### src/design/tssc_pkg.sv
`timescale 1ns / 1ps
// ----------------------------------------------------------------------------
// tssc_pkg
// Shared types and codes for the transaction status page cache.
// ----------------------------------------------------------------------------
package tssc_pkg;

   localparam logic [1:0]  CMD_GET     = 2'd0;
   localparam logic [1:0]  CMD_SET     = 2'd1;
   localparam logic [1:0]  CMD_FLUSH   = 2'd2;

   localparam logic [1:0]  KIND_NONE   = 2'd0;
   localparam logic [1:0]  KIND_HIT    = 2'd1;
   localparam logic [1:0]  KIND_MISS   = 2'd2;

   localparam logic [1:0]  STATUS_MASK = 2'b11;
   localparam logic [63:0] STAMP_MAX   = 64'hFFFF_FFFF_FFFF_FFFF;

   typedef enum logic [3:0] {
      S_IDLE,
      S_DECODE,
      S_LOOKUP,
      S_VICTIM,
      S_WB,
      S_LOAD,
      S_RD,
      S_RMW,
      S_FLUSH,
      S_DONE
   } state_type;

endpackage

### src/design/tssc_lru_search.sv
`timescale 1ns / 1ps
// ----------------------------------------------------------------------------
// tssc_lru_search
// Iterative least-stamp search, one frame compared per cycle.
// ----------------------------------------------------------------------------
module tssc_lru_search
   import tssc_pkg::*;
#(
   parameter int NUM_FRAMES = 4,
   localparam int FW = (NUM_FRAMES > 1) ? $clog2(NUM_FRAMES) : 1
) (
   input  logic          clock,
   input  logic          reset,
   input  logic          start,
   input  logic [63:0]   stamps [NUM_FRAMES],
   output logic          done,
   output logic [FW-1:0] victim
);

   logic          busy_ff, busy_in;
   logic          done_ff, done_in;
   logic [FW-1:0] idx_ff, idx_in;
   logic [FW-1:0] best_ff, best_in;
   logic [63:0]   best_stamp_ff, best_stamp_in;

   always_comb begin
      busy_in       = busy_ff;
      done_in       = 1'b0;
      idx_in        = idx_ff;
      best_in       = best_ff;
      best_stamp_in = best_stamp_ff;
      if (start) begin
         busy_in       = 1'b1;
         idx_in        = '0;
         best_in       = '0;
         best_stamp_in = STAMP_MAX;
      end else if (busy_ff) begin
         // strict less keeps the lowest index on ties
         if (stamps[idx_ff] < best_stamp_ff) begin
            best_in       = idx_ff;
            best_stamp_in = stamps[idx_ff];
         end
         if (idx_ff == FW'(NUM_FRAMES - 1)) begin
            busy_in = 1'b0;
            done_in = 1'b1;
         end else begin
            idx_in = idx_ff + 1'b1;
         end
      end
   end

   always_ff @(posedge clock) begin
      if (reset) begin
         busy_ff <= 1'b0;
         done_ff <= 1'b0;
      end else begin
         busy_ff <= busy_in;
         done_ff <= done_in;
      end
      idx_ff        <= idx_in;
      best_ff       <= best_in;
      best_stamp_ff <= best_stamp_in;
   end

   assign done   = done_ff;
   assign victim = best_ff;

endmodule

### config.mk
export PLATFORM = sky130hd
export DESIGN_NAME = tssc_lru_search
export DESIGN_NICKNAME = d
export VERILOG_FILES = /design/src/design/tssc_pkg.sv /design/src/design/tssc_lru_search.sv
export SDC_FILE = /design/constraint.sdc
export NUM_CORES = 1
export LEC_CHECK = 0
export BUFFER_PORTS_ARGS = -buffer_cell sky130_fd_sc_hd__buf_2
export CORE_ASPECT_RATIO = 0.7
export CORE_MARGIN = 3
export CORE_UTILIZATION = 52
export DETAILED_ROUTE_END_ITERATION = 7
export GPL_ROUTABILITY_DRIVEN = 1
export PLACE_DENSITY = 0.88
export SLEW_MARGIN = 20
export SYNTH_ARGS = -nofsm -noshare
export SYNTH_HDL_FRONTEND = slang
export SYNTH_SLANG_ARGS = --single-unit
### constraint.sdc
create_clock -name clock -period 8.6 [get_ports clock]
set_clock_uncertainty 0.15 [all_clocks]
set_input_delay 1.29 -clock clock [delete_from_list [all_inputs] [get_ports clock]]
set_output_delay 1.29 -clock clock [all_outputs]
set_load 0.01 [all_outputs]
==> impl_metrics.csv, run 1 <==
group,metric,value,unit
power,intPower,808,uW
clock_network,htreeDepth,3,
floorplan,io_pins,262,
clock_network,clkSlewWorstSetupHoldPaths,0.05,ns
floorplan,die_y,93.2,um
synth,yosysTopAreaCell,"mux4_2",
sta,rsz0062_at_grt,"no",
sta,finalSetupViolations,0,
synth,synthArstFlopShare,0,%
worst_setup_path,end_kind,"register",
layout,nFillCells,770,
worst_setup_path,criticalPathCategory,"register to register",
worst_setup_path,cp.buffers_inverters,2,
sta,timing.fmax,186,MHz
status,outcome,"finished, final reports clean",
power,ir_drop,0.114,mV
detailed_routing,firstDrtPassIters,7,
clock_network,ctsHoldBuffers,0,
synth,yosys.area.top_type_share,25.5,%
place,dpl.hpwl,12100,um
place,dpl_cell_area,7000,um^2
worst_setup_path,arrival,5.45,ns
clock_network,cts_sinks,70,
worst_setup_path,startpoint_type,"register",
place,placed_cells,908,
worst_setup_path,worstPathCellList,"buf_4 -> mux4_2 -> ha_1 -> nand4_1 -> nor3_1 -> nand3_1 -> a2111oi_1 -> a211o_1 -> nor2_4 -> buf_4 -> a211o_1",
run,drv_cap,0,
detailed_routing,dr_total_vias,5490,
detailed_routing,drtIter0Drc,319,
sta,hold_violations,0,
clock_network,cts_buffers,9,
power,seqPwrFrac,32.6,%
synth,yosysSeqAreaShare,24.8,%
synth,synthFlopType,"dfxtp_1",
sta,tightestPinTransition,0.947,ns
power,p_leak,0.00374,uW
synth,synth.avg_cell_area,10.2,um^2
sta,timing.final.crit_share,62.6,%
min_path,hp-class,"register to register",
worst_setup_path,cp_slowest_cell,"dfxtp_4",
layout,mostFrequentLayoutCell,"buf_2",
layout,fin_cells,923,
power,p_sw,373,uW
sta,finalSetupTns,0,ns
layout,diodes,0,
worst_setup_path,path_delay_family,"compound AO/OA/AOI/OAI gates",
clock_network,worstSkewPairLatency,0.33,ns
clock_network,clk_path_buf_depth,2,
layout,final_area,7280,um^2
worst_setup_path,max_stage_delay,0.74,ns
layout,area_growth,29.0,%
clock_network,cts_tree,"done",
grt,grt.total_usage,25.1,%
layout,seq_area,1410,um^2
sta,slew_headroom,36.7,%
detailed_routing,detail-route-antenna-nets,0,
worst_setup_path,crit_required,8.66,ns
clock_network,cts.repair.resized,0,
grt,grt_pass1_wl,24700,um
place,routabilityCongestion,0.871,
grt,grt_max_degree,72,
floorplan,rows,31,
layout,multi_input_comb_area,3830,um^2
grt,grt_overflow,0,
sta,slew_violations,0,
place,portBuffers,261,
floorplan,initial_core_util,53.9,%
layout,final_cell_mix,"261 x buf_2, 80 x a21oi_1, 68 x dfxtp_1, 65 x inv_1, 65 x a211o_1",
grt,grt_antenna_before_repair,0,
clock_network,clock-root-buffer,"clkbuf_16",
worst_setup_path,cp_max_fo,39,
power,swShare,31.6,%
floorplan,core-area,10500,um^2
synth,synth_cell_types,36,
detailed_routing,drt-vias-per-instance,5.95,
synth,syn_nets,874,
layout,drive_gt1_share,44.1,%
synth,ys_top_cells_by_area,"mux4_2 26%, dfxtp_1 25%, ha_1 14%",
grt,grt_pass1_vias,5387,
detailed_routing,detail_route.wl_per_cell,17.1,um
clock_network,cts_setup_buffers,0,
synth,synth_seq_cells,70,
floorplan,die_area,12200,um^2
synth,ys_warn_count,0,
power,power_frac_comb,37.9,%
synth,netlist_area,5640,um^2
sta,period_needed,5.39,ns
power,clockPowerShare,29.5,%
floorplan,die_width,131,um
synth,synth_cells,551,
sta,hold_slack,0.311,ns
detailed_routing,wl,15800,um
synth,synth-edff-count,0,
power,powerDensity,162,nW/um^2
detailed_routing,drc_errors,0,
layout,nNetsFinal,1110,
## power by group through the flow
stage / clock network (uW) / registers [uW] / logic [uW]
2_1_floorplan: 0 / 379 / 320
6_report: 348 / 385 / 447
3_5_place_dp: 0 / 393 / 440
5_1_grt: 365 / 390 / 500
4_1_cts: 353 / 386 / 446
3_3_place_gp: 0 / 391 / 417
## flip-flops by register name, indices dropped and copies added (netlist names)
register / count
busy_ff: 1
victim: 2
done: 1
idx_ff: 2
best_stamp_ff: 64
## metrics by stage
stage	worst slack [ns]	total power, uW	util (%)
detailed placement	3.17	833	66.8
global route	2.73	1260	69.5
floorplan	4.21	700	-
finish	3.21	1180	69.5
CTS	3.17	1180	69.5
global placement	3.46	808	66.8
## final cells by class
type	count	share of cell area, %
clock buffer	14	3.77
clock inverter	1	0.0688
inverter	65	3.35
multi-input combinational	374	52.6
sequential	70	19.3
tap	132	2.27
timing repair buffer	267	18.6
## cells by family (layout without fill, tap and decap cells)
family / after synthesis / count (layout) / share of synthesized area (%)
fa+ha+maj: 64 / 64 / 14.2
xor+xnor: 1 / 1 / 0.155
buf+inv: 107 / 347 / 7.61
compound gates: 180 / 180 / 21.4
mux: 66 / 66 / 25.9
flops: 70 / 70 / 24.8
simple gates: 63 / 63 / 5.90
## path summary, 6_finish.rpt
kind / startpoint / to / slack [ns] / depth (start not counted)
max reg2reg: idx_ff[0]$_SDFFE_PP0P_ / best_stamp_ff[1]$_SDFFE_PP1P_ / 3.21 / 11
min: busy_ff$_SDFF_PP0_ / done$_SDFF_PP0_ / 0.31 / 2
max: idx_ff[0]$_SDFFE_PP0P_ / best_stamp_ff[1]$_SDFFE_PP1P_ / 3.21 / 11
min reg2reg: busy_ff$_SDFF_PP0_ / done$_SDFF_PP0_ / 0.31 / 2
## synth_stat cells (7+ instances only)
library cell  count
nor2_1           10
inv_1            65
nand2_1          17
ha_1             64
o21ai_0          13
mux4_2           64
dfxtp_1          70
a21oi_1          81
clkbuf_1         24
nand3_1           7
nand4_1           9
a211o_1          65
buf_2             7
## metal layers
| layer | up-vias | track usage, % | wire length (um) |
|---|---|---|---|
| met5 | - | 0 | 0 |
| met4 | 0 | 6.51 | 298 |
| met3 | 31 | 5.14 | 1220 |
| met2 | 266 | 44.0 | 8000 |
| met1 | 2588 | 31.4 | 6250 |
| li1 | 2605 | - | - |
## worst reg2reg max path, stage by stage (launching register included)
cell and delay [ns]:
dfxtp_4 0.74, buf_4 0.65, mux4_2 0.65, ha_1 0.33, nand4_1 0.17, nor3_1 0.60
nand3_1 0.21, a2111oi_1 0.72, a211o_1 0.26, nor2_4 0.17, buf_4 0.30, a211o_1 0.33
Power figures use the tool's default switching activity.
==> run 2, diff against run 1 <==
- ABC_AREA: unset -> 1
- CORE_UTILIZATION: 52 -> 49
- PLACE_DENSITY: 0.88 -> 0.82
- clock period: 8.6 -> 5.5 ns (I/O delays scaled with it)
==> impl_metrics.csv, run 2 <==
group,metric,value,unit
status,outcome,"finished, final reports clean",
synth,synth-edff-count,0,
sta,timing.final.crit_share,80.4,%
power,powerDensity,257,nW/um^2
synth,synthAdderAreaFrac,13.4,%
power,ir_drop,0.185,mV
floorplan,initial_core_util,50.5,%
floorplan,core-area,11800,um^2
worst_setup_path,arrival,4.53,ns
grt,grt_pass1_vias,6409,
clock_network,cts_sinks,70,
layout,final_cell_mix,"261 x buf_2, 138 x nor2_1, 133 x o21ai_0, 113 x nand3_1, 110 x nand2_1",
clock_network,cts_tree,"done",
clock_network,cts.repair.resized,0,
clock_network,clk_path_buf_depth,2,
place,routabilityCongestion,0.842,
worst_setup_path,criticalPathCategory,"register to register",
sta,slew_headroom,37.5,%
synth,synth_top_family_by_area,"simple AND/OR/NAND/NOR gates",
min_path,hp-class,"register to register",
floorplan,die_y,98.3,um
sta,finalSetupViolations,0,
layout,nFillCells,1091,
grt,grt_overflow,0,
clock_network,worstSkewPairLatency,0.33,ns
detailed_routing,detail_route.wl_per_cell,13.6,um
clock_network,cts_buffers,9,
detailed_routing,firstDrtPassIters,5,
grt,grt.total_usage,25.2,%
synth,yosysSeqAreaShare,23.5,%
worst_setup_path,end_kind,"register",
synth,synth_compound_area_share,22.4,%
run,drv_cap,0,
place,dpl.hpwl,12500,um
synth,synth_most_common_cell,"nor2_1",
sta,timing.fmax,226,MHz
layout,post-route-util,63.6,%
synth,synthFlopType,"dfxtp_1",
floorplan,die_area,13500,um^2
floorplan,die_width,138,um
place,portBuffers,261,
synth,synthSimpleGateAreaFrac,30.7,%
detailed_routing,dr_total_vias,7012,
layout,mostFrequentLayoutCell,"buf_2",
power,p_leak,0.00418,uW
sta,finalSetupTns,0,ns
layout,largest_reg_flops,64,
detailed_routing,drc_errors,0,
synth,synth_cells,918,
synth,synth_seq_cells,70,
synth,synthArstFlopShare,0,%
layout,diodes,0,
clock_network,ctsHoldBuffers,0,
layout,nNetsFinal,1453,
sta,slew_violations,0,
clock_network,cts_setup_buffers,0,
synth,synth_common_cells,"138 x nor2_1, 133 x o21ai_0, 113 x nand3_1, 110 x nand2_1, 71 x inv_1",
sta,tightestPinTransition,0.937,ns
detailed_routing,drt-vias-per-instance,5.43,
synth,yosys.area.top_type_share,23.5,%
worst_setup_path,crit_required,5.61,ns
layout,area_growth,26.0,%
synth,ys_top_cells_by_area,"dfxtp_1 24%, ha_1 13%, o21ai_0 11%",
synth,yosysTopAreaCell,"dfxtp_1",
sta,hold_violations,0,
synth,synth_cell_types,32,
synth,ys_warn_count,0,
worst_setup_path,startpoint_type,"register",
clock_network,clkSlewWorstSetupHoldPaths,0.05,ns
sta,period_needed,4.42,ns
synth,synth_xor_area_share,0,%
detailed_routing,detail-route-antenna-nets,0,
floorplan,io_pins,262,
grt,grt_pass1_wl,28400,um
grt,grt_max_degree,83,
clock_network,clock-root-buffer,"clkbuf_16",
worst_setup_path,cp_max_fo,66,
floorplan,rows,33,
synth,synthMuxAreaShare,0,%
grt,grt_antenna_before_repair,0,
synth,netlist_area,5960,um^2
detailed_routing,wl,17500,um
detailed_routing,drtIter0Drc,354,
layout,drive_gt1_share,27.8,%
clock_network,htreeDepth,3,
synth,synth.avg_cell_area,6.49,um^2
sta,rsz0062_at_grt,"no",
synth,syn_nets,1241,
layout,largest_register,"best_stamp_ff",
## run 2: worst max-delay path, cell delays in order, from the launching register on
cell	delay, ns
dfxtp_2	0.32
inv_2	0.65
o21ai_0	0.26
o22ai_1	0.30
ha_1	0.17
nand2_1	0.07
nor2_1	0.11
nand4_1	0.12
nor3_1	0.27
nand2_1	0.19
nor4_2	0.31
nand2_4	0.38
nand2_4	0.68
nand2_1	0.15
nand3_1	0.10
## run 2: final timing paths
| path | from | endpoint | cells after the start | slack, ns |
|---|---|---|---|---|
| max | idx_ff[1]$_SDFFE_PP0P_ | best_stamp_ff[4]$_SDFFE_PP1P_ | 14 | 1.08 |
| max reg2reg | idx_ff[1]$_SDFFE_PP0P_ | best_stamp_ff[4]$_SDFFE_PP1P_ | 14 | 1.08 |
| min reg2reg | best_stamp_ff[7]$_SDFFE_PP1P_ | best_stamp_ff[7]$_SDFFE_PP1P_ | 2 | 0.31 |
| min | best_stamp_ff[7]$_SDFFE_PP1P_ | best_stamp_ff[7]$_SDFFE_PP1P_ | 2 | 0.31 |
## run 2: cells by family (layout without fill, tap and decap cells)
group / after synthesis / in the layout
fa+ha+maj: 64 / 64
flops: 70 / 70
buf+inv: 142 / 359
compound gates: 243 / 243
simple gates: 399 / 399
## run 2: power by group
group | internal (uW) | leakage (uW) | switching (uW)
clock | 348 | 0.000143 | 213
combinational | 309 | 0.00346 | 442
sequential | 576 | 0.000581 | 39.5
total | 1230 | 0.00418 | 694
## run 2: layer usage
metal / vias to the layer above / global-route usage (%) / wire [um] / share of wire (%)
li1: 3601 / - / - / -
met1: 3140 / 31.3 / 7780 / 44
met2: 248 / 44.5 / 8180 / 47
met3: 23 / 4.99 / 1280 / 7.3
met4: 0 / 6.68 / 278 / 1.6
met5: - / 0 / 0 / 0
## run 2: area by class of cell
type	count	area, um^2	area share (%)
repair buffers	270	1390	18.5
clock buffers	11	233	3.10
well taps	157	196	2.61
multi-input cells	706	3970	52.8
flip-flops and latches	70	1410	18.7
inverters	73	275	3.66
clock inverters	5	50.0	0.666
## run 2: per-stage QoR
step | hold WS [ns] | setup slack, ns | std cells | area (um^2) | total power [uW]
after detailed placement | 0.292 | 1.16 | 1276 | 7230 | 1370
final | 0.305 | 1.08 | 1292 | 7510 | 1930
after global placement | 0.288 | 1.17 | 1276 | 7230 | 1350
after floorplan | 0.264 | 2.36 | 918 | 5960 | 1150
after CTS | 0.306 | 1.09 | 1292 | 7510 | 1940
after global routing | 0.325 | 0.635 | 1292 | 7510 | 2090
